$ cat src/rycc_pkg.sv
// Shared types and constants for the RGB to YCbCr 4:2:0 converter.
// No dependencies; every other file of the block imports this package.
package rycc_pkg;

    // Geometry of the line store
    localparam int MAX_WIDTH   = 2048;
    localparam int COL_W       = $clog2(MAX_WIDTH);
    localparam int STORE_DEPTH = (MAX_WIDTH + 1) / 2;
    localparam int ADDR_W      = $clog2(STORE_DEPTH);

    // Configuration port
    localparam int CFG_IDX_W  = 2;
    localparam int CFG_DATA_W = 13;
    localparam int CFG_FW_W   = 12;
    localparam int CFG_FH_W   = 13;
    localparam int ROW_W      = CFG_FH_W;

    localparam logic [CFG_IDX_W-1:0] CFG_FRAME_WIDTH  = CFG_IDX_W'(0);
    localparam logic [CFG_IDX_W-1:0] CFG_FRAME_HEIGHT = CFG_IDX_W'(1);

    localparam logic [CFG_FW_W-1:0] FRAME_WIDTH_RST  = CFG_FW_W'(640);
    localparam logic [CFG_FH_W-1:0] FRAME_HEIGHT_RST = CFG_FH_W'(480);

    // Pixel and pair-sum widths
    localparam int PIX_W = 8;
    localparam int SUM_W = PIX_W + 1;

    // Queue between front and back
    localparam int QUEUE_DEPTH = 4;
    localparam int QPTR_W      = $clog2(QUEUE_DEPTH);

    // Luma coefficients, Q13
    localparam int Y_R_COEF  = 2104;
    localparam int Y_G_COEF  = 4130;
    localparam int Y_B_COEF  = 802;
    localparam int Y_BIAS    = 4096 + 131072;
    localparam int Y_MAX     = 235;
    localparam int Y_MIN     = 16;
    localparam int Y_SUM_W   = 21;

    // Chroma coefficients, Q13 (magnitudes; signs applied in the adder)
    localparam int CB_R_COEF = 1214;
    localparam int CB_G_COEF = 2384;
    localparam int CB_B_COEF = 3598;
    localparam int CR_R_COEF = 3598;
    localparam int CR_G_COEF = 3013;
    localparam int CR_B_COEF = 585;
    localparam int C_BIAS    = 4096 + 1048576;
    localparam int C_MIN     = 16;
    localparam int C_MAX     = 240;
    localparam int C_PROD_W  = 20;
    localparam int C_SUM_W   = 23;
    localparam int FRAC_W    = 13;

    // What the back end does with the line store for one pixel
    typedef enum logic [1:0] {
        OP_NONE,
        OP_WRITE,
        OP_READ
    } t_pair_op;

    typedef struct packed {
        logic [PIX_W-1:0] red;
        logic [PIX_W-1:0] green;
        logic [PIX_W-1:0] blue;
    } t_rgb;

    typedef struct packed {
        logic [SUM_W-1:0] sum_red;
        logic [SUM_W-1:0] sum_green;
        logic [SUM_W-1:0] sum_blue;
    } t_sum;

    // One classified pixel, front to back
    typedef struct packed {
        t_rgb              pix;
        t_sum              sums;
        t_pair_op          op;
        logic [ADDR_W-1:0] addr;
        logic              eol;
        logic              eof;
    } t_job;

    // Flags that ride along the back pipeline
    typedef struct packed {
        logic chroma;
        logic eol;
        logic eof;
    } t_tag;

    // Queue status seen by the front and back
    typedef struct packed {
        logic full;
        logic valid;
    } t_qstat;

endpackage

$ cat src/rycc_queue.sv
// Short job queue between the front and back ends.
// Depends on rycc_pkg for the job type and depth.
module rycc_queue (
    input  logic             i_clk,
    input  logic             i_rst_n,
    input  logic             i_push,
    input  rycc_pkg::t_job   i_job,
    input  logic             i_pop,
    output rycc_pkg::t_qstat o_qstat,
    output rycc_pkg::t_job   o_head
);
    import rycc_pkg::*;

    t_job              r_slot [QUEUE_DEPTH];
    logic [QPTR_W-1:0] r_wptr, n_wptr;
    logic [QPTR_W-1:0] r_rptr, n_rptr;
    logic [QPTR_W:0]   r_cnt, n_cnt;

    assign o_qstat.full  = (r_cnt == (QPTR_W+1)'(QUEUE_DEPTH));
    assign o_qstat.valid = (r_cnt != '0);
    assign o_head        = r_slot[r_rptr];

    // Pointer and fill count update
    always_comb begin
        n_wptr = i_push ? r_wptr + QPTR_W'(1) : r_wptr;
        n_rptr = i_pop  ? r_rptr + QPTR_W'(1) : r_rptr;
        n_cnt  = r_cnt;
        if (i_push && !i_pop) begin
            n_cnt = r_cnt + (QPTR_W+1)'(1);
        end else if (!i_push && i_pop) begin
            n_cnt = r_cnt - (QPTR_W+1)'(1);
        end
    end

    always_ff @(posedge i_clk) begin
        if (!i_rst_n) begin
            r_wptr <= '0;
            r_rptr <= '0;
            r_cnt  <= '0;
        end else begin
            r_wptr <= n_wptr;
            r_rptr <= n_rptr;
            r_cnt  <= n_cnt;
        end
    end

    // Storage
    always_ff @(posedge i_clk) begin
        if (i_push) begin
            r_slot[r_wptr] <= i_job;
        end
    end

    // Checks
    a_no_overflow: assert property (@(posedge i_clk) disable iff (!i_rst_n)
        i_push |-> !o_qstat.full)
        else $error("queue push while full");
    a_no_underflow: assert property (@(posedge i_clk) disable iff (!i_rst_n)
        i_pop |-> o_qstat.valid)
        else $error("queue pop while empty");
    a_count_bound: assert property (@(posedge i_clk) disable iff (!i_rst_n)
        r_cnt <= (QPTR_W+1)'(QUEUE_DEPTH))
        else $error("queue count beyond depth");

endmodule

$ cat config.mk
export PLATFORM = sky130hd
export DESIGN_NAME = rycc_queue
export DESIGN_NICKNAME = d
export VERILOG_FILES = /design/src/rycc_pkg.sv /design/src/rycc_queue.sv
export SDC_FILE = /design/constraint.sdc
export NUM_CORES = 1
export LEC_CHECK = 0
export ABC_CLOCK_PERIOD_IN_PS = 2600
export BUFFER_PORTS_ARGS = -buffer_cell sky130_fd_sc_hd__buf_2
export CORE_MARGIN = 2
export CORE_UTILIZATION = 35
export CTS_CLUSTER_DIAMETER = 30
export DETAILED_ROUTE_END_ITERATION = 8
export GPL_TIMING_DRIVEN = 0
export PLACE_DENSITY_LB_ADDON = 0.3
export SYNTH_ARGS = -nofsm -noshare
export SYNTH_HDL_FRONTEND = slang
export SYNTH_SLANG_ARGS = --single-unit
$ cat constraint.sdc
create_clock -name i_clk -period 2.6 [get_ports i_clk]
set_input_delay 0.39 -clock i_clk [delete_from_list [all_inputs] [get_ports i_clk]]
set_output_delay 0.39 -clock i_clk [all_outputs]
set_load 0.02 [all_outputs]
Yosys cells after proc, flatten, opt, wreduce, memory -nomap -nowiden
Memory sizes are Yosys's and may differ from the RTL's. A register that Yosys moved wholly into a read port is not among the register bits.
Index checks and enable logic that the tools add are counted.
{ "totals": {"regBits": 7, "ramBits": 260, "inputBits": 69, "out_inout_bits": 67, "elab_cells": 21, "mem_count": 1} }
{ "mem_list": {"columns": ["name", "depth", "width", "read_ports", "rd_clocked_by_memory_dff", "write_ports", "line", "text"], "rows": [
  ["r_slot", 4, 65, 1, 1, 1, "rycc_queue.sv:14", "t_job r_slot [QUEUE_DEPTH];"]
]} }
{ "classes": {"addsub": 4, "n_eq_ne": 1, "mux": 6, "n_reduce_logical": 6} }
{ "op_table": {"columns": ["operator", "count"], "rows": [
  ["3-bit 2-to-1 mux", 2],
  ["2-bit by 1-bit adder with 2-bit output (second input constant)", 2],
  ["2-bit 2-to-1 mux", 2],
  ["3-bit by 1-bit adder with 3-bit output (second input constant)", 1],
  ["3-bit equality test (second input constant)", 1],
  ["3-bit nonzero test", 1],
  ["3-bit by 1-bit subtractor with 3-bit output (second input constant)", 1],
  ["1-bit logical AND", 2],
  ["1-bit zero test", 2],
  ["1-bit 2-to-1 mux", 2],
  ["2-bit nonzero test", 1]
]} }

Longest topological paths before layout
Gate-level depths: netlist of run 1.
{ "logic_depth": {"ltp_word": 4, "ltp_mapped": 7, "depth_no_buf": 7} }

Least setup slack after synthesis of run 1
OpenSTA, ideal clock, no wires.
{ "synth_timing": {"path_kind": "reg-to-reg", "start": "register r_wptr[0]", "end": "memory r_slot[0][0] (netlist bit), enable pin", "setup_ps": 430, "arrival_ps": 2069, "required_time_ps": 2170, "slack_ps": 102, "stages_incl_launch_ff": 4, "period_less_slack_ps": 2498, "path_cell_list": "dfxtp_1 inv_1 ha_1 and2_1"} }
{ "synth_rtl": {"columns": ["element", "line", "text"], "rows": [
  ["from (decl)", "rycc_queue.sv:15", "logic [QPTR_W-1:0] r_wptr, n_wptr;"],
  ["from (signal assigned)", "rycc_queue.sv:41", "r_wptr <= n_wptr;"],
  ["to (decl)", "rycc_queue.sv:14", null]
]} }
Straight into the memory's write port.

==> results of run 1 <==
per-layer routing:
metal  up-vias  track usage [%]
met3        47            3.388
met4         4            5.407
met1      2365            15.65
met5         -                0
li1       2038                -
met2       137            21.22
where the power goes:
group / internal (µW) / total (µW) / switching (µW) / leakage [µW]
registers: 4990 / 5040 / 51.8 / 0.00246
clock network: 4570 / 6670 / 2100 / 0.000849
logic: 467 / 1100 / 633 / 0.00116
worst min path at each step:
stage / from / slack (ns) / to / cells after the start
after global placement: r_cnt[2] / 0.48 / r_cnt[2] / 2
after global routing: i_job[23] / 0.05 / r_slot[1][23] / 1
final: i_job[23] / 0.07 / r_slot[3][23] / 1
after floorplan: r_cnt[2] / 0.47 / r_cnt[2] / 2
after detailed placement: r_cnt[2] / 0.51 / r_cnt[2] / 2
after CTS: i_job[52] / 0.04 / r_slot[2][52] / 1
cell families (layout without fill, tap and decap cells):
logic type	count (synthesis)	in the layout	share of synthesized area [%]
xor gates and xnor gates	5	5	0.4437
DFF	269	269	80.92
and+or+nand+nor	15	15	0.9379
AOI/OAI and AO/OA	2	2	0.1267
buffers and inverters	18	247	1.699
adders and majority gates	6	6	0.8366
muxes	67	67	15.03
through the flow:
| step | std cells | setup slack, ns | total power [µW] | hold WS [ns] |
|---|---|---|---|---|
| 4_1_cts | 989 | 0.06009 | 12990 | 0.03877 |
| 3_5_place_dp | 899 | 0.6024 | 6248 | 0.5061 |
| 2_1_floorplan | 382 | 0.1017 | 5826 | 0.4674 |
| 5_1_grt | 989 | 0.007375 | 13260 | 0.05106 |
| 6_report | 989 | 0.1496 | 12810 | 0.06888 |
| 3_3_place_gp | 895 | -1.298 | 6205 | 0.4812 |
cells in the mapped netlist, types with 3 or more instances:
cell type	instances	area share (%)
and2_1	9	0.57
buf_12	5	1.0
buf_2	6	0.30
dfxtp_1	9	1.8
edfxtp_1	260	79
ha_1	5	0.63
inv_1	4	0.15
mux4_2	65	15
xor2_1	3	0.27
state kept, by name, summed over array words and instances (netlist names), named ones only:
signal	cells
r_rptr	2
r_slot	260
r_cnt	3
r_wptr	2
final cells by class:
class,count,share of cell area (%)
clock buffer,52,9.907
tap,378,3.661
clock inverter,38,3.874
sequential,269,61.82
inverter,4,0.1162
buffer,14,1.181
multi-input combinational,95,13.35
timing repair buffer,139,6.082
==> results.md, run 1 <==
- Crit Path Category: register to primary output
- Hold Crit Class: input pin to register
- Met1 WL: 7509 µm
- Setup repair bufs after CTS: 0
- Standard-cell rows: 61
- Status: complete, no violations
- Global-route wire length before repair: 27990 µm
- Most used flip-flop cell after synthesis: edfxtp_1
- Period utilisation layout: 94.24%
- DRC: 0
- Starting DRC count in detailed routing: 253
- Met2 WL post-DR: 9365 µm
- Sequential cell area: 7988 µm²
- Startpoint Class: register
- Clk Latency, worst-skew pair: 0.53 ns
- Post-CTS Resized: 0
- CTS tree: done
- Chip height: 171.9 µm
- Critical-path top delay cell: mux4_2
- Ys Warns: 0
- Largest stage delay, worst path: 0.37 ns
- Internal reg-to-reg setup slack: 0.84 ns
- Clock period minus worst slack: 2.450 ns
- Clock sinks: 269
- DIE WIDTH: 171.9 µm
- Die ar.: 29560 µm²
- Worst slew margin: 57.65%
- Library cells used by synthesis: 21
- Crit path cell chain: buf_2 > buf_2 > mux4_2 > buf_2
- Final hold violations: 0
- DRT Pass-1 Iters: 4
- Top sig layer: met5
- CP most frequent cell: buf_2
- Core Region: 27780 µm²
- GRT overflow: 0
- Final Util: 46.51%
- Routed Wire Length: 18560 µm
- Max-cap viol count: 0
- Crit end category: primary output
- H-Tree Level Count: 2
- PortBufs: 135
- Worst Reg-to-Reg Cells: 4
- Area of the multi-input gates: 1725 µm²
- Fmax: 408.1 MHz
- Starting Density: 35.53%
- Setup TNS Final: 0 ns
- Initial antenna violation count: 2
- Pwr Density: 991.8 nW/µm²
- Worst vdd ir: 0.6628 mV
- Largest net degree at the start of global routing: 52
- Final Instance Area: 12920 µm²
- CP Depth: 4
- Clock Skew: 0.02432 ns
- Post-synth EDFFs: 260
- Vias in the first global route: 5051
- RSZ-0062 raised after global routing: no
- Number of fill cells: 2361
- Max Slew Vio Count: 0
- Most frequent cells in the layout: edfxtp_1 (260), buf_2 (141), mux4_2 (65), clkbuf_16 (51), bufinv_16 (10)
- HPWL Detailed: 11050 µm
- Synth async-reset ratio: 0%
- Diode count: 0
- Commonest non-fill, non-tap cell in the layout: edfxtp_1
- Register area share after synthesis: 80.92%
- Crit path max fanout: 10
- Clk buf depth: 3
- CP Capture Point: o_head[48]
- Placed Area: 11140 µm²
- Routed via count: 4591
- CTS buffer count: 49
- Final setup vio count: 0
- Met3 wire len: 1154 µm
- Via density per instance: 4.642
- CTS clock-pin slew for the worst setup and hold paths: 0.05 ns
- CP required: 2.21 ns
- Number of routed nets with antenna violations: 0
- GPL Wtd Cong: 0.6553
- Final nets: 647
- Worst path arrival time: 2.06 ns
- GRT Total Usage: 12.69%
- Post-Synthesis Cell Area: 9871 µm²
- IO Count: 136
- CTS Root Cell: clkbuf_16
- Area grow syn2layout: 30.89%
- Ratio of cells with drive above 1 in the final layout: 50.25%
- Worst r2r src: r_wptr[0]
- Synth Instances: 382
- Post-Syn Nets: 457
- Worst slew pin tran: 0.6352 ns
- Cell family with most CP delay: buffers and inverters
- RR Endpoint: r_slot[2][37]
- Bufs and invs on worst path: 3
- Hold_buf cts: 0
- Static leakage: 0.004471 µW
- Routed wire per std cell: 18.76 µm
- Avg Cell Area, Syn: 25.84 µm²
- Seq cells post-synth: 269
Note: power is estimated with default switching activity, not from simulation.
==> inputs of run 2 (changes only) <==
--- a/config.mk
+++ b/config.mk
@@ -10,8 +10,10 @@
 export CORE_MARGIN = 2
 export CORE_UTILIZATION = 35
+export CTS_BUF_LIST = sky130_fd_sc_hd__clkbuf_8
 export CTS_CLUSTER_DIAMETER = 30
 export DETAILED_ROUTE_END_ITERATION = 8
 export GPL_TIMING_DRIVEN = 0
 export PLACE_DENSITY_LB_ADDON = 0.3
+export REMOVE_ABC_BUFFERS = 1
 export SYNTH_ARGS = -nofsm -noshare
 export SYNTH_HDL_FRONTEND = slang
==> constraint.sdc (replaced) <==
create_clock -name i_clk -period 2.6 [get_ports i_clk]
set_input_delay 0.39 -clock i_clk [delete_from_list [all_inputs] [get_ports i_clk]]
set_output_delay 0.39 -clock i_clk [all_outputs]
set_load 0.005 [all_outputs]
==> run 2 against run 1 <==
  * Clock power is 38% lower
  * Highest routed layer unchanged
  * Core utilization is 2.8 points lower
  * Count of clock-buffer cells in the layout is 1 higher
==> results.md, run 2 (synthesis results as in run 1) <==
- Pwr Density: 829.7 nW/µm²
- Crit end category: primary output
- Global-route wire length before repair: 27100 µm
- DIE WIDTH: 171.9 µm
- Area grow syn2layout: 23.11%
- Largest registers: r_slot (260), r_cnt (3)
- Starting DRC count in detailed routing: 279
- Largest stage delay, worst path: 0.65 ns
- CTS clock-pin slew for the worst setup and hold paths: 0.07 ns
- Worst slew margin: 64.15%
- GPL Wtd Cong: 0.6495
- Max-cap viol count: 0
- RSZ-0062 raised after global routing: no
- Worst r2r src: r_wptr[0]
- Startpoint Class: register
- GRT overflow: 0
- DRC: 0
- DRT Pass-1 Iters: 4
- Crit Path Category: register to primary output
- IO Count: 136
- Hold EP: r_slot[3][36]
- Internal reg-to-reg setup slack: 0.88 ns
- Status: complete, no violations
- Core Region: 27780 µm²
- Final Util: 43.74%
- Critical-path top delay cell: dfxtp_4
- Worst Reg-to-Reg Cells: 4
- Routed wire per std cell: 18.52 µm
- Standard-cell rows: 61
- Die ar.: 29560 µm²
- Largest net degree at the start of global routing: 47
- Sequential cell area: 7995 µm²
- Crit path max fanout: 37
- Fmax: 414.4 MHz
- Largest Register: r_slot
- Final nets: 639
- Number of flip-flops in the largest register: 260
- Worst slew pin tran: 0.5378 ns
- HP Start: i_job[36]
- Setup TNS Final: 0 ns
- Commonest non-fill, non-tap cell in the layout: edfxtp_1
- Chip height: 171.9 µm
- GRT Total Usage: 12.28%
- Final hold violations: 0
- Most frequent cells in the layout: edfxtp_1 (260), buf_2 (135), mux4_2 (65), clkbuf_8 (53), inv_1 (11)
- Clk Latency, worst-skew pair: 0.54 ns
- Final setup vio count: 0
- Static leakage: 0.004138 µW
- Routed Wire Length: 18110 µm
- Area of the multi-input gates: 1725 µm²
- Ratio of cells with drive above 1 in the final layout: 48.00%
- Worst vdd ir: 0.6833 mV
- Crit path cell chain: buf_16 > mux4_2 > buf_2
- RR Endpoint: r_slot[2][5]
- Number of fill cells: 2491
- Starting Density: 35.53%
- HPWL Detailed: 10380 µm
- Vias in the first global route: 4999
- Period utilisation layout: 92.81%
- Worst path arrival time: 2.02 ns
- Initial antenna violation count: 1
- CTS buffer count: 50
- H-Tree Level Count: 2
- Max Slew Vio Count: 0
- Hold Crit Class: input pin to register
- Diode count: 0
- Hold Crit Depth: 1
- Via density per instance: 4.645
- CP required: 2.21 ns
- CTS tree: done
- Clock sinks: 269
- Clock period minus worst slack: 2.413 ns
- PortBufs: 135
- Routed via count: 4543
- Clock Skew: 0.01762 ns
- Clk buf depth: 3
- CTS Root Cell: clkbuf_8
- Post-CTS Resized: 0
- Number of routed nets with antenna violations: 0
==> run 2: critical path, delay by kind of cell (launching register included) <==
kind	cells	cell delay, ns
DFF	1	0.65
buffers and inverters	2	0.45
muxes	1	0.36
==> run 2: worst max-delay path by stage <==
stage                         from          to  slack [ns]  cells past startpoint
after floorplan           register   o_head[0]       -1.22                      1
after global placement    register  o_head[32]       -2.67                      2
after detailed placement  register  o_head[32]        0.28                      3
after CTS                 register  o_head[32]        0.09                      3
after global routing      register  o_head[16]        0.04                      3
final                     register  o_head[29]        0.19                      3
==> run 2: power by group <==
part	total, µW	switching [µW]	internal (µW)
clock	4160	1670	2490
sequential	5050	71.6	4980
combinational	872	420	452
total	10100	2160	7920
==> run 2: per-stage QoR <==
step	instances	power, µW	hold slack (ns)	instance area [µm²]	setup slack [ns]
floorplan	368	5603	0.4674	9718	-1.217
global placement	881	6009	0.4884	10870	-2.671
detailed placement	887	6017	0.5440	11040	0.2827
CTS	978	10250	0.005437	12150	0.08676
global route	978	10510	0.02156	12150	0.04334
finish	978	10080	0.06139	12150	0.1869
==> run 2: repair_timing <==
action                                  CTS  global route
setup buffers                             3             0
hold buffers                              0             0
endpoints found under the setup margin   37             0
==> run 2: area by class of cell <==
cell class / instances / share of cell area [%]
flip-flops and latches: 269 / 65.79
multi-input cells: 95 / 14.20
repair buffers: 144 / 7.352
clock buffers: 53 / 6.003
well taps: 378 / 3.892
clock inverters: 35 / 2.636
inverters: 4 / 0.1236
==> run 2: layer usage <==
metal	vias to the layer above	GRT usage (%)	wire length, µm
met3	42	4.166	1206
met2	131	21.37	9326
li1	2005	-	-
met4	2	4.421	433
met5	-	0	13
met1	2363	14.13	7130
==> inputs of run 3 (changes only) <==
Settings changed: ABC_AREA from default to 1.
==> run 3 against run 2 <==
  * Combinational power rose by 8.3%
  * Largest power group unchanged
  * Critical endpoint is now o_head[23]
  * Count of clock-buffer cells in the layout rose by 3
  * Routed wire length rose by 34%
  * Critical path type unchanged
==> results.md, run 3 <==
- Standard-cell rows: 63
- Period utilisation layout: 97.09%
- Number of routed nets with antenna violations: 0
- HP Start: i_job[61]
- Final setup vio count: 0
- Vias in the first global route: 6386
- Max-cap viol count: 0
- CTS buffer count: 56
- Synth Instances: 688
- Chip height: 176.4 µm
- Hold Crit Class: input pin to register
- DRT Pass-1 Iters: 5
- Post-synth top cells: edfxtp_1 (260), nor2_1 (116), o21ai_0 (96)
- Hold slack: 0.04119 ns
- Worst r2r src: r_wptr[1]
- Post-Synthesis Cell Area: 10400 µm²
- Crit Path Category: register to primary output
- Sequential cell area: 7995 µm²
- Pwr Density: 799.0 nW/µm²
- Worst vdd ir: 0.4473 mV
- Largest net degree at the start of global routing: 131
- Max Slew Vio Count: 0
- Clock sinks: 269
- Library cells used by synthesis: 24
- CTS clock-pin slew for the worst setup and hold paths: 0.06 ns
- Crit path cell chain: inv_8 > o21ai_1 > o22ai_1 > buf_2
- Global-route wire length before repair: 34820 µm
- Area leader, netlist: edfxtp_1
- Most used flip-flop cell after synthesis: edfxtp_1
- Startpoint Class: register
- Ys Warns: 0
- Crit path max fanout: 65
- Static leakage: 0.004654 µW
- Die ar.: 31100 µm²
- Avg Cell Area, Syn: 15.11 µm²
- DIE WIDTH: 176.4 µm
- Fmax: 396.1 MHz
- IO Count: 136
- Most frequent cells in the layout: edfxtp_1 (260), buf_2 (135), nor2_1 (116), o21ai_0 (96), clkbuf_8 (56)
- Worst path arrival time: 2.13 ns
- Top cell type's share of synthesized area: 75.09%
- Post-place setup slack: 0.02282 ns
- Via density per instance: 4.858
- Starting DRC count in detailed routing: 396
- Area of the multi-input gates: 2048 µm²
- Non-filler cells, final: 1328
- Critical-path top delay cell: dfxtp_4
- Number of flip-flops in the largest register: 260
- Routed wire per std cell: 18.33 µm
- Seq cells post-synth: 269
- HPWL Detailed: 10970 µm
- Ratio of cells with drive above 1 in the final layout: 30.74%
- H-Tree Level Count: 2
- Worst slew pin tran: 0.7042 ns
- Commonest non-fill, non-tap cell in the layout: edfxtp_1
- Routed via count: 6451
- Area grow syn2layout: 26.35%
- Clock Skew: 0.02014 ns
- Clk buf depth: 3
- Final hold violations: 0
- Slack of the critical path: 0.07560 ns
- GRT Total Usage: 14.63%
- Status: complete, no violations
- Synth async-reset ratio: 0%
- Clk Latency, worst-skew pair: 0.58 ns
- Largest registers: r_slot (260), r_cnt (3)
- Number of fill cells: 2691
- Starting Density: 35.27%
- CTS tree: done
- Post-synth EDFFs: 260
- Core Region: 29480 µm²
- Cell Count Post-Placement: 1176
- Initial antenna violation count: 1
- Synth top area cells: edfxtp_1 (75%), o21ai_0 (4.6%), nor2_1 (4.2%)
- CP required: 2.21 ns
- Worst slew margin: 53.05%
- Register area share after synthesis: 76.82%
- GRT overflow: 0
- CTS Root Cell: clkbuf_8
- Count leader, synth: edfxtp_1
- PortBufs: 135
- GPL Wtd Cong: 0.7007
- Pwr Total: 10500 µW
- Largest Register: r_slot
- RSZ-0062 raised after global routing: yes
- Final Util: 44.56%
- DRC: 0
- Crit end category: primary output
- Clock period minus worst slack: 2.524 ns
- Final nets: 966
- Largest stage delay, worst path: 0.51 ns
- Routed Wire Length: 24340 µm
[run 3: layout make-up]
cell class | count | area share, %
clock buffer | 56 | 5.867
tap | 390 | 3.714
multi-input combinational | 360 | 15.59
inverter | 17 | 0.8190
timing repair buffer | 186 | 9.914
sequential | 269 | 60.86
timing repair inverter | 1 | 0.08571
clock inverter | 48 | 3.133
antenna | 1 | 0.01905
[run 3: cells by family after synthesis]
logic type	share of synthesized area, %
DFF	76.82
AOI/OAI and AO/OA	12.03
and+or+nand+nor	6.871
buffers and inverters	3.478
adders and majority gates	0.7942
[run 3: through the flow]
step	cell area (µm²)	setup TNS (ns)
floorplan	10100	-86.08
finish	13140	0
detailed placement	11430	0
CTS	13070	0
global placement	11270	-506.41
global route	13140	-0.04064
[run 3: path summary, 6_finish.rpt]
| kind | to | slack [ns] | cells after the start |
|---|---|---|---|
| max | o_head[23] | 0.08 | 4 |
| min | r_slot[0][61] | 0.04 | 1 |
| max reg2reg | r_slot[1][55] | 0.89 | 5 |
| min reg2reg | register | 0.44 | 1 |
[run 3: power breakdown]
part | internal (µW) | switching (µW)
logic | 368 | 576
registers | 4950 | 69.5
clock network | 2650 | 1880
total | 7980 | 2520
[run 3: critical path, delay by kind of cell (launching register included)]
family,cells,cell delay (ns)
buf+inv,2,0.62
compound gates,2,0.40
flops,1,0.51
[run 3: per-layer routing]
layer / GRT usage, % / vias up / part of all wire, %
met3: 3.661 / 50 / 6.1
li1: - / 3008 / -
met1: 18.87 / 3185 / 45
met5: 0 / - / 0
met2: 23.99 / 208 / 47
met4: 5.337 / 0 / 2.2
[run 3: timing repair]
item,4_1_cts,5_1_grt
gates cloned,0,2
hold buffers,39,0
resized for setup,6,1
hold endpoints to repair,148,0
setup endpoints to repair,65,3
buffers inserted,3,3
