<file path="config.mk">
export PLATFORM = sky130hd
export DESIGN_NAME = rycc_front_flat
export DESIGN_NICKNAME = d
export VERILOG_FILES = /design/src/rycc_pkg.sv /design/src/rycc_if.sv /design/src/rycc_front.sv /design/src/flat_wrapper.sv
export SDC_FILE = /design/constraint.sdc
export NUM_CORES = 1
export LEC_CHECK = 0
export BUFFER_PORTS_ARGS = -buffer_cell sky130_fd_sc_hd__buf_2
export CORE_MARGIN = 8
export CORE_UTILIZATION = 55
export DETAILED_ROUTE_END_ITERATION = 8
export PLACE_DENSITY_LB_ADDON = 0.25
export SYNTH_ARGS = -nofsm -noshare
export SYNTH_HDL_FRONTEND = slang
export SYNTH_SLANG_ARGS = --single-unit
</file>
<file path="constraint.sdc">
create_clock -name i_clk -period 3.9 [get_ports i_clk]
set_clock_uncertainty 0.2 [all_clocks]
set_input_delay 0.78 -clock i_clk [delete_from_list [all_inputs] [get_ports i_clk]]
set_output_delay 0.78 -clock i_clk [all_outputs]
set_load 0.005 [all_outputs]
</file>
<file path="src/rycc_pkg.sv">
// Shared types and constants for the RGB to YCbCr 4:2:0 converter.
// No dependencies; every other file of the block imports this package.
package rycc_pkg;

    // Geometry of the line store
    localparam int MAX_WIDTH   = 2048;
    localparam int COL_W       = $clog2(MAX_WIDTH);
    localparam int STORE_DEPTH = (MAX_WIDTH + 1) / 2;
    localparam int ADDR_W      = $clog2(STORE_DEPTH);

    // Configuration port
    localparam int CFG_IDX_W  = 2;
    localparam int CFG_DATA_W = 13;
    localparam int CFG_FW_W   = 12;
    localparam int CFG_FH_W   = 13;
    localparam int ROW_W      = CFG_FH_W;

    localparam logic [CFG_IDX_W-1:0] CFG_FRAME_WIDTH  = CFG_IDX_W'(0);
    localparam logic [CFG_IDX_W-1:0] CFG_FRAME_HEIGHT = CFG_IDX_W'(1);

    localparam logic [CFG_FW_W-1:0] FRAME_WIDTH_RST  = CFG_FW_W'(640);
    localparam logic [CFG_FH_W-1:0] FRAME_HEIGHT_RST = CFG_FH_W'(480);

    // Pixel and pair-sum widths
    localparam int PIX_W = 8;
    localparam int SUM_W = PIX_W + 1;

    // Queue between front and back
    localparam int QUEUE_DEPTH = 4;
    localparam int QPTR_W      = $clog2(QUEUE_DEPTH);

    // Luma coefficients, Q13
    localparam int Y_R_COEF  = 2104;
    localparam int Y_G_COEF  = 4130;
    localparam int Y_B_COEF  = 802;
    localparam int Y_BIAS    = 4096 + 131072;
    localparam int Y_MAX     = 235;
    localparam int Y_MIN     = 16;
    localparam int Y_SUM_W   = 21;

    // Chroma coefficients, Q13 (magnitudes; signs applied in the adder)
    localparam int CB_R_COEF = 1214;
    localparam int CB_G_COEF = 2384;
    localparam int CB_B_COEF = 3598;
    localparam int CR_R_COEF = 3598;
    localparam int CR_G_COEF = 3013;
    localparam int CR_B_COEF = 585;
    localparam int C_BIAS    = 4096 + 1048576;
    localparam int C_MIN     = 16;
    localparam int C_MAX     = 240;
    localparam int C_PROD_W  = 20;
    localparam int C_SUM_W   = 23;
    localparam int FRAC_W    = 13;

    // What the back end does with the line store for one pixel
    typedef enum logic [1:0] {
        OP_NONE,
        OP_WRITE,
        OP_READ
    } t_pair_op;

    typedef struct packed {
        logic [PIX_W-1:0] red;
        logic [PIX_W-1:0] green;
        logic [PIX_W-1:0] blue;
    } t_rgb;

    typedef struct packed {
        logic [SUM_W-1:0] sum_red;
        logic [SUM_W-1:0] sum_green;
        logic [SUM_W-1:0] sum_blue;
    } t_sum;

    // One classified pixel, front to back
    typedef struct packed {
        t_rgb              pix;
        t_sum              sums;
        t_pair_op          op;
        logic [ADDR_W-1:0] addr;
        logic              eol;
        logic              eof;
    } t_job;

    // Flags that ride along the back pipeline
    typedef struct packed {
        logic chroma;
        logic eol;
        logic eof;
    } t_tag;

    // Queue status seen by the front and back
    typedef struct packed {
        logic full;
        logic valid;
    } t_qstat;

endpackage

</file>
<file path="src/rycc_if.sv">
// Channel interfaces of the converter: pixel input, result output, config write.
// Depends on rycc_pkg for field widths.
interface rycc_pix_if;
    import rycc_pkg::*;
    logic             valid;
    logic             ready;
    logic [PIX_W-1:0] red;
    logic [PIX_W-1:0] green;
    logic [PIX_W-1:0] blue;
    modport source (output valid, red, green, blue, input ready);
    modport sink   (input valid, red, green, blue, output ready);
endinterface


interface rycc_cfg_if;
    import rycc_pkg::*;
    logic                  valid;
    logic                  ready;
    logic [CFG_IDX_W-1:0]  index;
    logic [CFG_DATA_W-1:0] data;
    modport source (output valid, index, data, input ready);
    modport sink   (input valid, index, data, output ready);
endinterface

</file>
<file path="src/rycc_front.sv">
// Front end: config registers, pixel accept, row/column tracking, pair sums.
// Depends on rycc_pkg and rycc_if; pushes one classified job per beat.
module rycc_front (
    input  logic            i_clk,
    input  logic            i_rst_n,
    rycc_cfg_if.sink        i_cfg,
    rycc_pix_if.sink        i_pix,
    input  rycc_pkg::t_qstat i_qstat,
    output logic            o_push,
    output rycc_pkg::t_job  o_job
);
    import rycc_pkg::*;

    logic [CFG_FW_W-1:0] r_frame_width;
    logic [CFG_FH_W-1:0] r_frame_height;
    logic [COL_W-1:0]    r_col, n_col;
    logic [ROW_W-1:0]    r_row, n_row;
    t_rgb                r_left, n_left;
    logic [CFG_FW_W-1:0] width_eff;
    logic [CFG_FH_W-1:0] height_eff;
    logic                last_col;
    logic                last_row;
    logic                accept;

    assign i_cfg.ready = 1'b1;
    assign i_pix.ready = !i_qstat.full;
    assign accept      = i_pix.valid && i_pix.ready;

    // Config writes; unknown indexes are dropped
    always_ff @(posedge i_clk) begin
        if (!i_rst_n) begin
            r_frame_width  <= FRAME_WIDTH_RST;
            r_frame_height <= FRAME_HEIGHT_RST;
        end else if (i_cfg.valid) begin
            unique case (i_cfg.index)
                CFG_FRAME_WIDTH:  r_frame_width  <= i_cfg.data[CFG_FW_W-1:0];
                CFG_FRAME_HEIGHT: r_frame_height <= i_cfg.data[CFG_FH_W-1:0];
                default: ;
            endcase
        end
    end

    // Effective frame size: zero acts as one, width saturates at the store size
    always_comb begin
        priority if (r_frame_width == '0) begin
            width_eff = CFG_FW_W'(1);
        end else if (r_frame_width > CFG_FW_W'(MAX_WIDTH)) begin
            width_eff = CFG_FW_W'(MAX_WIDTH);
        end else begin
            width_eff = r_frame_width;
        end
        height_eff = (r_frame_height == '0) ? CFG_FH_W'(1) : r_frame_height;
    end

    assign last_col = (CFG_FW_W'(r_col) + CFG_FW_W'(1)) >= width_eff;
    assign last_row = ((ROW_W+1)'(r_row) + (ROW_W+1)'(1)) >= (ROW_W+1)'(height_eff);

    // Classify the beat and form the horizontal pair sums
    always_comb begin
        o_job.pix.red        = i_pix.red;
        o_job.pix.green      = i_pix.green;
        o_job.pix.blue       = i_pix.blue;
        o_job.sums.sum_red   = SUM_W'(r_left.red)   + SUM_W'(i_pix.red);
        o_job.sums.sum_green = SUM_W'(r_left.green) + SUM_W'(i_pix.green);
        o_job.sums.sum_blue  = SUM_W'(r_left.blue)  + SUM_W'(i_pix.blue);
        if (r_col[0]) begin
            o_job.op = r_row[0] ? OP_READ : OP_WRITE;
        end else begin
            o_job.op = OP_NONE;
        end
        o_job.addr = r_col[COL_W-1:1];
        o_job.eol  = last_col;
        o_job.eof  = last_col && last_row;
    end

    assign o_push = accept;

    // Position counters and left-pixel hold
    always_comb begin
        n_col  = r_col;
        n_row  = r_row;
        n_left = r_left;
        if (accept) begin
            n_left = o_job.pix;
            if (last_col) begin
                n_col = '0;
                n_row = last_row ? '0 : r_row + ROW_W'(1);
            end else begin
                n_col = r_col + COL_W'(1);
            end
        end
    end

    always_ff @(posedge i_clk) begin
        if (!i_rst_n) begin
            r_col  <= '0;
            r_row  <= '0;
            r_left <= '0;
        end else begin
            r_col  <= n_col;
            r_row  <= n_row;
            r_left <= n_left;
        end
    end

endmodule

</file>
<file path="src/flat_wrapper.sv">
// flat-port wrapper written by rule: the top's interface ports become plain ports
module rycc_front_flat import rycc_pkg::*;
  (i_clk, i_rst_n, i_qstat, o_push, o_job, i_cfg_valid, i_cfg_index, i_cfg_data, i_cfg_ready, i_pix_valid, i_pix_red, i_pix_green, i_pix_blue, i_pix_ready);
  rycc_cfg_if i_cfg_i ();
  rycc_pix_if i_pix_i ();
  input  logic i_clk;
  input  logic i_rst_n;
  input  rycc_pkg::t_qstat i_qstat;
  output logic o_push;
  output rycc_pkg::t_job o_job;
  input wire logic [$bits(i_cfg_i.valid)-1:0] i_cfg_valid;
  input wire logic [$bits(i_cfg_i.index)-1:0] i_cfg_index;
  input wire logic [$bits(i_cfg_i.data)-1:0] i_cfg_data;
  output wire logic [$bits(i_cfg_i.ready)-1:0] i_cfg_ready;
  input wire logic [$bits(i_pix_i.valid)-1:0] i_pix_valid;
  input wire logic [$bits(i_pix_i.red)-1:0] i_pix_red;
  input wire logic [$bits(i_pix_i.green)-1:0] i_pix_green;
  input wire logic [$bits(i_pix_i.blue)-1:0] i_pix_blue;
  output wire logic [$bits(i_pix_i.ready)-1:0] i_pix_ready;
  assign i_cfg_i.valid = i_cfg_valid;
  assign i_cfg_i.index = i_cfg_index;
  assign i_cfg_i.data = i_cfg_data;
  assign i_cfg_ready = i_cfg_i.ready;
  assign i_pix_i.valid = i_pix_valid;
  assign i_pix_i.red = i_pix_red;
  assign i_pix_i.green = i_pix_green;
  assign i_pix_i.blue = i_pix_blue;
  assign i_pix_ready = i_pix_i.ready;
  rycc_front u_core (.i_clk(i_clk), .i_rst_n(i_rst_n), .i_cfg(i_cfg_i), .i_pix(i_pix_i), .i_qstat(i_qstat), .o_push(o_push), .o_job(o_job));
endmodule
</file>
# Word level (Yosys, flattened, before mapping)
# Index checks and enable logic that the tools add are counted.
dict set report op_classes {
  add_sub_neg 7
  reduce_logical 9
  n_mux 7
  n_lt_le_gt_ge 3
  n_eq_ne 1
}
# op n
set ops {}
lappend ops {{$add 8x8->9} 3}
lappend ops {{$mux 13} 2}
lappend ops {{$mux 12} 2}
lappend ops {{$add 13x1->14 const B} 1}
lappend ops {{$ge 14x13->1} 1}
lappend ops {{$add 13x1->13 const B} 1}
lappend ops {{$logic_not 13->1} 1}
lappend ops {{$add 11x1->12 const B} 1}
lappend ops {{$ge 12x12->1} 1}
lappend ops {{$gt 12x12->1 const B} 1}
lappend ops {{$logic_not 12->1} 1}
lappend ops {{$add 11x1->11 const B} 1}
lappend ops {{$mux 11} 1}
lappend ops {{$reduce_and 2->1} 3}
lappend ops {{$mux 2} 2}
lappend ops {{$eq 2x1->1 const B} 1}
lappend ops {{$logic_and 1x1->1} 2}
lappend ops {{$logic_not 2->1} 1}
lappend ops {{$logic_not 1->1} 1}
dict set report word_totals {
  elab_cells 34
  input_bits 45
  regBits 73
  out_inout_bits 68
}

# Longest topological paths before layout
# Gate-level depths: netlist of the first run.
dict set report logic_depth {
  word_depth 5
  mapped_depth 13
  depth_no_buf 12
}

# Worst setup path before layout of the first run
# Ideal clock, no wire load.
dict set report synth_path {
  path_type {register to output}
  startpoint {register u_core.r_row[0]}
  endpoint {output o_job[0] in the netlist's numbering}
  stages_incl_launch_ff 13
  t_required_ps 2920
  slack_ps 274
  n_path_buf 1
  t_arrival_ps 2646
  path_cell_list {dfxtp_1 -> ha_1 -> nand3_1 -> nor2_1 -> nand3_1 -> xnor2_1 -> ha_1 -> a21oi_1 -> nand2_1 -> a211o_1 -> a221oi_4 -> buf_6 -> nor2_1}
}
# element line_no
set synth_lines {}
lappend synth_lines {{from (decl)} rycc_front.sv:17} ;# logic [ROW_W-1:0] r_row, n_row;
lappend synth_lines {{from (signal assigned)} rycc_front.sv:101} ;# r_row <= n_row;
lappend synth_lines {{to (decl)} flat_wrapper.sv:10} ;# output rycc_pkg::t_job o_job;

==> results.py, run 1 <==
metrics = {
    "status": {
        "status": "finished, final reports clean",
    },
    "job": {
        "cap_violations": 0,
    },
    "placed_design": {
        "hpwl_mm": 8.97,
        "post_dp_cell_area_um2": 5240,
        "gp_routability_congestion": 0.822,
        "io_buffer_count": 110,
        "pre_cts_ws_ns": 0.230,
    },
    "logic_synthesis": {
        "synth-edff-count": 0,
        "yosysWarnings": 0,
        "async_reset_ff_frac": 0,
        "ys_seq_area_frac": 0.300,
        "yosysTopAreaCell": "dfxtp_1",
        "synth.net_count": 724,
        "ys_ff_latch": 73,
        "postSynthAreaPerCell_um2": 7.79,
        "synthFlopType": "dfxtp_1",
        "synth_cell_type_count": 48,
        "netlist_instances": 625,
        "synthesis.area_um2": 4870,
        "synth.area.top_cells": "dfxtp_1, ha_1, nand2_1, a21oi_1, buf_4",
        "synth_top_area_share": 0.300,
    },
    "critical_path": {
        "worst_setup_path_start_kind": "register",
        "required_ns": 2.92,
        "path_class": "register to primary output",
        "crit_arrival_ns": 2.80,
        "crit_fanout": 4,
        "worstSetupEndpointType": "primary output",
        "rr_endpoint": "u_core.r_row[2]",
        "rrSetupSlack_ns": 0.68,
        "reg2reg_depth": 12,
        "regToRegStartpoint": "u_core.r_col[0]",
    },
    "min_path": {
        "hold_class": "register to register",
        "hold_end": "u_core.r_left[8]",
        "hold_depth": 2,
        "holdCritStartpoint": "u_core.r_left[8]",
    },
    "routing": {
        "firstDrtPassIters": 4,
        "first_iter_violations": 204,
        "wl_met3_um": 924,
        "drc": 0,
        "wire_per_inst_um": 14.5,
        "wirelength_mm": 11.8,
        "routed.top_layer": "met4",
        "via_count": 4436,
        "wl_met2_mm": 5.62,
        "drtAntennaViolNets": 0,
        "wl_met1_mm": 5.06,
        "viasPerCell": 5.48,
    },
    "die": {
        "rows": 34,
        "die_x_um": 110,
        "start_util": 0.564,
        "ioPinCount": 113,
        "core_area_um2": 8640,
        "die-height_um": 110,
        "die-area_um2": 12100,
    },
    "finish": {
        "multi_input_area_um2": 3010,
        "area_growth_syn_to_layout_pct": 14.6,
        "fin_nets": 796,
        "antennaDiodeCount": 0,
        "fin_util": 0.646,
        "fill_cells": 802,
        "drive_gt1_frac": 0.242,
        "seq_area_um2": 1490,
        "final_area_um2": 5580,
    },
    "grt": {
        "grt_pass1_vias": 4325,
        "grt_usage": 0.194,
        "antenna_found_initial": 0,
        "gr-total-overflow": 0,
        "grt_max_degree": 61,
        "grt_pass1_wl_mm": 19.1,
    },
    "timing": {
        "slew_headroom": 0.259,
        "finalCriticalPeriod_ns": 3.78,
        "worst_slack_ns": 0.119,
        "tightest_slew_ns": 1.11,
        "hold_viol": 0,
        "setup_viol": 0,
        "final_max_slew_viol_count": 0,
        "finalCritPeriodShare": 0.969,
        "fmax_mhz": 265,
    },
    "pwr": {
        "ir_drop_uv": 221,
        "p_leak_nw": 2.57,
        "power_density_nw_per_um2": 304,
    },
    "clock_network": {
        "cts-buffers-inserted": 9,
        "insertion_delay_ns": 0.35,
        "path_clk_slew_ns": 0.08,
        "htreeDepth": 3,
        "cts_tree": "done",
        "cts-root-buf": "clkbuf_8",
        "cts_buffer_depth": 2,
        "cts.sinks": 73,
    },
}
## worst max-delay path: stages, from the launching register on
cell,delay (ns)
dfxtp_4,0.38
ha_4,0.16
nand3_2,0.10
nor2_4,0.15
nand3_1,0.14
xnor2_2,0.26
ha_4,0.25
a21oi_2,0.14
nand2_1,0.07
a211o_1,0.32
a221oi_4,0.28
nor2_1,0.08
buf_2,0.13
## layer usage
| layer | track usage | vias up |
|---|---|---|
| met5 | 0 | - |
| met4 | 0.0704 | 0 |
| met3 | 0.0343 | 19 |
| met2 | 0.339 | 131 |
| met1 | 0.232 | 2034 |
| li1 | - | 2252 |
## cell families after synthesis
family                   count (synthesis)  share of synthesized area
adder cells (fa/ha/maj)                 54                      0.143
buffers and inverters                   91                      0.102
XOR/XNOR                                37                     0.0665
other                                    1                   0.000770
AND/OR/NAND/NOR                        241                      0.225
flip-flops                              73                      0.300
AO/OA/AOI/OAI                          128                      0.162
## registers in the layout, summed over array words and instances, names as in the netlist
register               count
u_core.r_left             24
u_core.r_frame_height     13
u_core.r_row              13
u_core.r_frame_width      12
u_core.r_col              11
## cell type report
cell class / instances / area share
Clock buffer: 9 / 0.0222
Clock inverter: 7 / 0.0128
Tap cell: 108 / 0.0242
Timing Repair Buffer: 121 / 0.113
Multi-Input combinational cell: 461 / 0.540
Inverter: 31 / 0.0209
Sequential cell: 73 / 0.266
## placed cells by master (no fill, tap or decap), types with 4 or more instances in the layout
| cell | Yosys | final |
|---|---|---|
| xnor2_1 | 28 | 25 |
| ha_1 | 51 | 48 |
| dfxtp_1 | 73 | 61 |
| o21a_1 | 8 | 7 |
| a31oi_1 | 7 | 7 |
| dfxtp_2 | 0 | 8 |
| o21ai_0 | 13 | 13 |
| nand4_1 | 6 | 6 |
| xor2_1 | 9 | 9 |
| nor2_1 | 24 | 22 |
| clkbuf_8 | 0 | 9 |
| buf_2 | 4 | 110 |
| o211ai_1 | 5 | 5 |
| nor4_1 | 6 | 6 |
| nand2b_1 | 5 | 5 |
| dfxtp_4 | 0 | 4 |
| nand3_1 | 32 | 29 |
| buf_4 | 36 | 11 |
| inv_1 | 30 | 30 |
| a21oi_1 | 71 | 70 |
| nor3_1 | 4 | 4 |
| nand3b_1 | 5 | 5 |
| nor2b_1 | 7 | 7 |
| a21o_1 | 9 | 9 |
| nand2_1 | 135 | 135 |
## where the power goes
part           total (mW)  internal [mW]  switching, mW
Clock               0.593          0.295          0.298
Sequential          0.798          0.772         0.0255
Combinational       0.305          0.140          0.165
## cell usage after synthesis (all sizes together), types with 2 or more instances
cell type,n
o21ai,13
xnor2,28
ha,51
a21o,9
or3,2
a21oi,71
inv,30
o41ai,3
nor4,6
nand3,32
nand2b,5
dfxtp,73
fa,3
nand4b,3
a211o,2
xor2,9
nor3,5
a31oi,7
a32o,3
nor3b,2
and2,3
nor2,24
nor2b,7
nand4,6
and3,4
o211ai,5
nand3b,5
o21a,8
buf,47
clkbuf,13
nand2,135
## through the flow
stage	hold slack, ns	std cells	power [mW]	setup TNS [ns]
2_1_floorplan	0.236	625	1.01	0
3_3_place_gp	0.245	792	1.11	0
3_5_place_dp	0.254	792	1.12	0
4_1_cts	0.265	808	1.71	0
5_1_grt	0.281	810	1.78	-0.0139
6_report	0.262	810	1.70	0
## how the worst max path moves through the flow
stage	startpoint	endpoint	slack [ns]	cells after the start
after floorplan	u_core.r_row[0]	o_job[0]	0.27	12
after global placement	u_core.r_row[0]	o_job[0]	0.28	12
after detailed placement	u_core.r_row[0]	o_job[0]	0.23	12
after CTS	u_core.r_row[1]	o_job[0]	0.006	12
after global routing	u_core.r_row[0]	o_job[0]	-0.01	12
final	u_core.r_row[0]	o_job[0]	0.12	12
## timing repair
item	CTS	global route
gates cloned	0	0
hold buffers	0	0
endpoints found under the setup margin	2	2
resized for setup	8	27
pin swaps	1	5
setup buffers	0	2
No activity file was read; power rests on OpenSTA's default activity.
==> inputs of run 2 (changes only) <==
--- a/config.mk
+++ b/config.mk
@@ -9,6 +9,7 @@
 export CORE_MARGIN = 8
 export CORE_UTILIZATION = 55
 export DETAILED_ROUTE_END_ITERATION = 8
+export MAX_ROUTING_LAYER = met4
 export PLACE_DENSITY_LB_ADDON = 0.25
 export SYNTH_ARGS = -nofsm -noshare
 export SYNTH_HDL_FRONTEND = slang
==> run 2 against run 1 <==
- sequential share of layout area did not move
- worst hold slack lost 0.00052 ns
- sequential power barely moved
- core utilization did not move
- non-clock buffer count did not move
- clock-buffer cell count unchanged
- via count decreased by 0.29%
- worst setup slack gained 0.017 ns
- cell count stayed put
- sequential cell count stayed put
- critical path type unchanged
- largest cell class unchanged
- largest power group unchanged
- highest routed layer unchanged
==> results.py, run 2 (synthesized netlist as in run 1, its figures left out) <==
metrics = {
    "timing": {
        "finalCriticalPeriod_ns": 3.76,
        "tightest_slew_ns": 1.10,
        "finalCritPeriodShare": 0.965,
        "final_max_slew_viol_count": 0,
        "slew_headroom": 0.265,
        "fmax_mhz": 266,
        "hold_viol": 0,
        "setup_viol": 0,
        "setup_tns_ns": 0,
        "worst_slack_ns": 0.136,
    },
    "job": {
        "cap_violations": 0,
    },
    "routing": {
        "wire_per_inst_um": 14.6,
        "drtAntennaViolNets": 0,
        "drc": 0,
        "firstDrtPassIters": 4,
        "first_iter_violations": 176,
        "viasPerCell": 5.46,
        "wirelength_mm": 11.8,
        "via_count": 4423,
    },
    "finish": {
        "final_area_um2": 5580,
        "largest_reg_flops": 24,
        "fill_cells": 802,
        "finalNonFillerCells": 810,
        "max_flop_register": "u_core.r_left",
        "fin_nets": 796,
        "drive_gt1_frac": 0.242,
        "reg.largest.list": "u_core.r_left x24, u_core.r_frame_height x13, u_core.r_row x13",
        "mostFrequentLayoutCells": "nand2_1, buf_2, a21oi_1, dfxtp_1, ha_1",
        "antennaDiodeCount": 0,
        "final_common_cell": "nand2_1",
        "area_growth_syn_to_layout_pct": 14.6,
    },
    "grt": {
        "grt_usage": 0.200,
        "grt_pass1_vias": 4321,
        "gr-total-overflow": 0,
        "grt_pass1_wl_mm": 19.1,
        "antenna_found_initial": 0,
        "grt_max_degree": 61,
    },
    "die": {
        "die-area_um2": 12100,
        "rows": 34,
        "ioPinCount": 113,
        "die-height_um": 110,
        "core_area_um2": 8640,
        "start_util": 0.564,
        "die_x_um": 110,
    },
    "critical_path": {
        "required_ns": 2.92,
        "rrSetupSlack_ns": 0.69,
        "crit_cells": 12,
        "path_class": "register to primary output",
        "worst_setup_path_start_kind": "register",
        "reg2reg_depth": 12,
        "slowest_delay_ns": 0.38,
        "crit_top_cell": "ha_4",
        "path_delay_family": "compound AO/OA/AOI/OAI gates",
        "critPathLaunch": "u_core.r_row[0]",
        "crit_end": "o_job[0]",
        "worstSetupEndpointType": "primary output",
        "regToRegStartpoint": "u_core.r_col[0]",
        "crit_fanout": 4,
        "crit_arrival_ns": 2.78,
        "crit_chain": "ha_4 -> nand3_2 -> nor2_4 -> nand3_1 -> xnor2_2 -> ha_4 -> a21oi_2 -> nand2_1 -> a211o_1 -> a221oi_4 -> nor2_1 -> buf_2",
        "cp_slowest_cell": "dfxtp_4",
        "critPathBufInv": 1,
        "rr_endpoint": "u_core.r_row[2]",
    },
    "clock_network": {
        "cts-root-buf": "clkbuf_8",
        "htreeDepth": 3,
        "cts_hold_buffers": 0,
        "cts.sinks": 73,
        "insertion_delay_ns": 0.35,
        "cts_tree": "done",
        "cts-buffers-inserted": 9,
        "path_clk_slew_ns": 0.07,
        "cts_buffer_depth": 2,
    },
    "status": {
        "status": "finished, final reports clean",
    },
    "placed_design": {
        "place_inst": 792,
        "pre_cts_ws_ns": 0.230,
        "io_buffer_count": 110,
        "post_dp_cell_area_um2": 5240,
        "gp_routability_congestion": 0.835,
        "hpwl_mm": 8.97,
    },
    "pwr": {
        "p_int_mw": 1.21,
        "ir_drop_uv": 221,
        "p_leak_nw": 2.57,
        "p_switching_uw": 489,
        "total_power_mw": 1.70,
        "power_density_nw_per_um2": 304,
        "clockPowerShare": 0.350,
        "sequentialPowerShare": 0.470,
        "swShare": 0.288,
        "combPwrFrac": 0.180,
    },
    "min_path": {
        "hold_class": "register to register",
    },
}
==> run 2: worst min-delay path by stage <==
stage	startpoint	endpoint	slack (ns)	cells after the start
after global routing	u_core.r_left[8]	u_core.r_left[8]	0.28	2
after CTS	u_core.r_left[5]	u_core.r_left[5]	0.27	2
final	u_core.r_left[14]	u_core.r_left[14]	0.26	2
after global placement	u_core.r_left[8]	u_core.r_left[8]	0.25	2
after detailed placement	u_core.r_left[16]	u_core.r_left[16]	0.25	2
after floorplan	u_core.r_frame_width[0]	u_core.r_frame_width[0]	0.24	2
==> run 2: layer usage <==
| layer | global-route usage | wire length (um) | vias up |
|---|---|---|---|
| met3 | 0.0297 | 823 | 14 |
| met5 | - | 0 | - |
| met2 | 0.339 | 5580 | 118 |
| li1 | - | - | 2250 |
| met4 | 0.0704 | 165 | 0 |
| met1 | 0.235 | 5220 | 2041 |
==> run 2: what timing repair did <==
item | CTS | global route
endpoints found under the setup margin | 2 | 2
resized for setup | 8 | 27
buffers inserted | 0 | 2
pin swaps | 1 | 5
==> run 2: stage by stage <==
| step | hold WS [ns] | utilization |
|---|---|---|
| 2_1_floorplan | 0.236 | - |
| 3_3_place_gp | 0.245 | 0.607 |
| 3_5_place_dp | 0.254 | 0.607 |
| 4_1_cts | 0.265 | 0.632 |
| 5_1_grt | 0.281 | 0.646 |
| 6_report | 0.262 | 0.646 |
==> run 2: worst register-to-register path, stage by stage, from the launching register on <==
cell and delay [ns]:
dfxtp_4 0.40, ha_2 0.22, and3_4 0.20, and3_1 0.20, nand3_1 0.11, xnor2_1 0.29, ha_1 0.21, a21oi_1 0.06
o21a_1 0.21, a21oi_1 0.19, and2_1 0.49, nand4b_1 0.16, a31oi_1 0.19
==> run 2: power groups by stage <==
stage | combinational (mW) | clock [mW] | sequential, mW
global route | 0.346 | 0.634 | 0.802
floorplan | 0.208 | 0 | 0.806
global placement | 0.297 | 0 | 0.812
detailed placement | 0.306 | 0 | 0.814
finish | 0.306 | 0.593 | 0.798
CTS | 0.308 | 0.605 | 0.797
==> run 2: final cells by class <==
cell class | instances | area (um2) | share of cell area
Multi-Input combinational cell | 461 | 3010 | 0.540
Timing Repair Buffer | 121 | 633 | 0.113
Tap cell | 108 | 135 | 0.0242
Clock buffer | 9 | 124 | 0.0222
Inverter | 31 | 116 | 0.0209
Clock inverter | 7 | 71.3 | 0.0128
Sequential cell | 73 | 1490 | 0.266
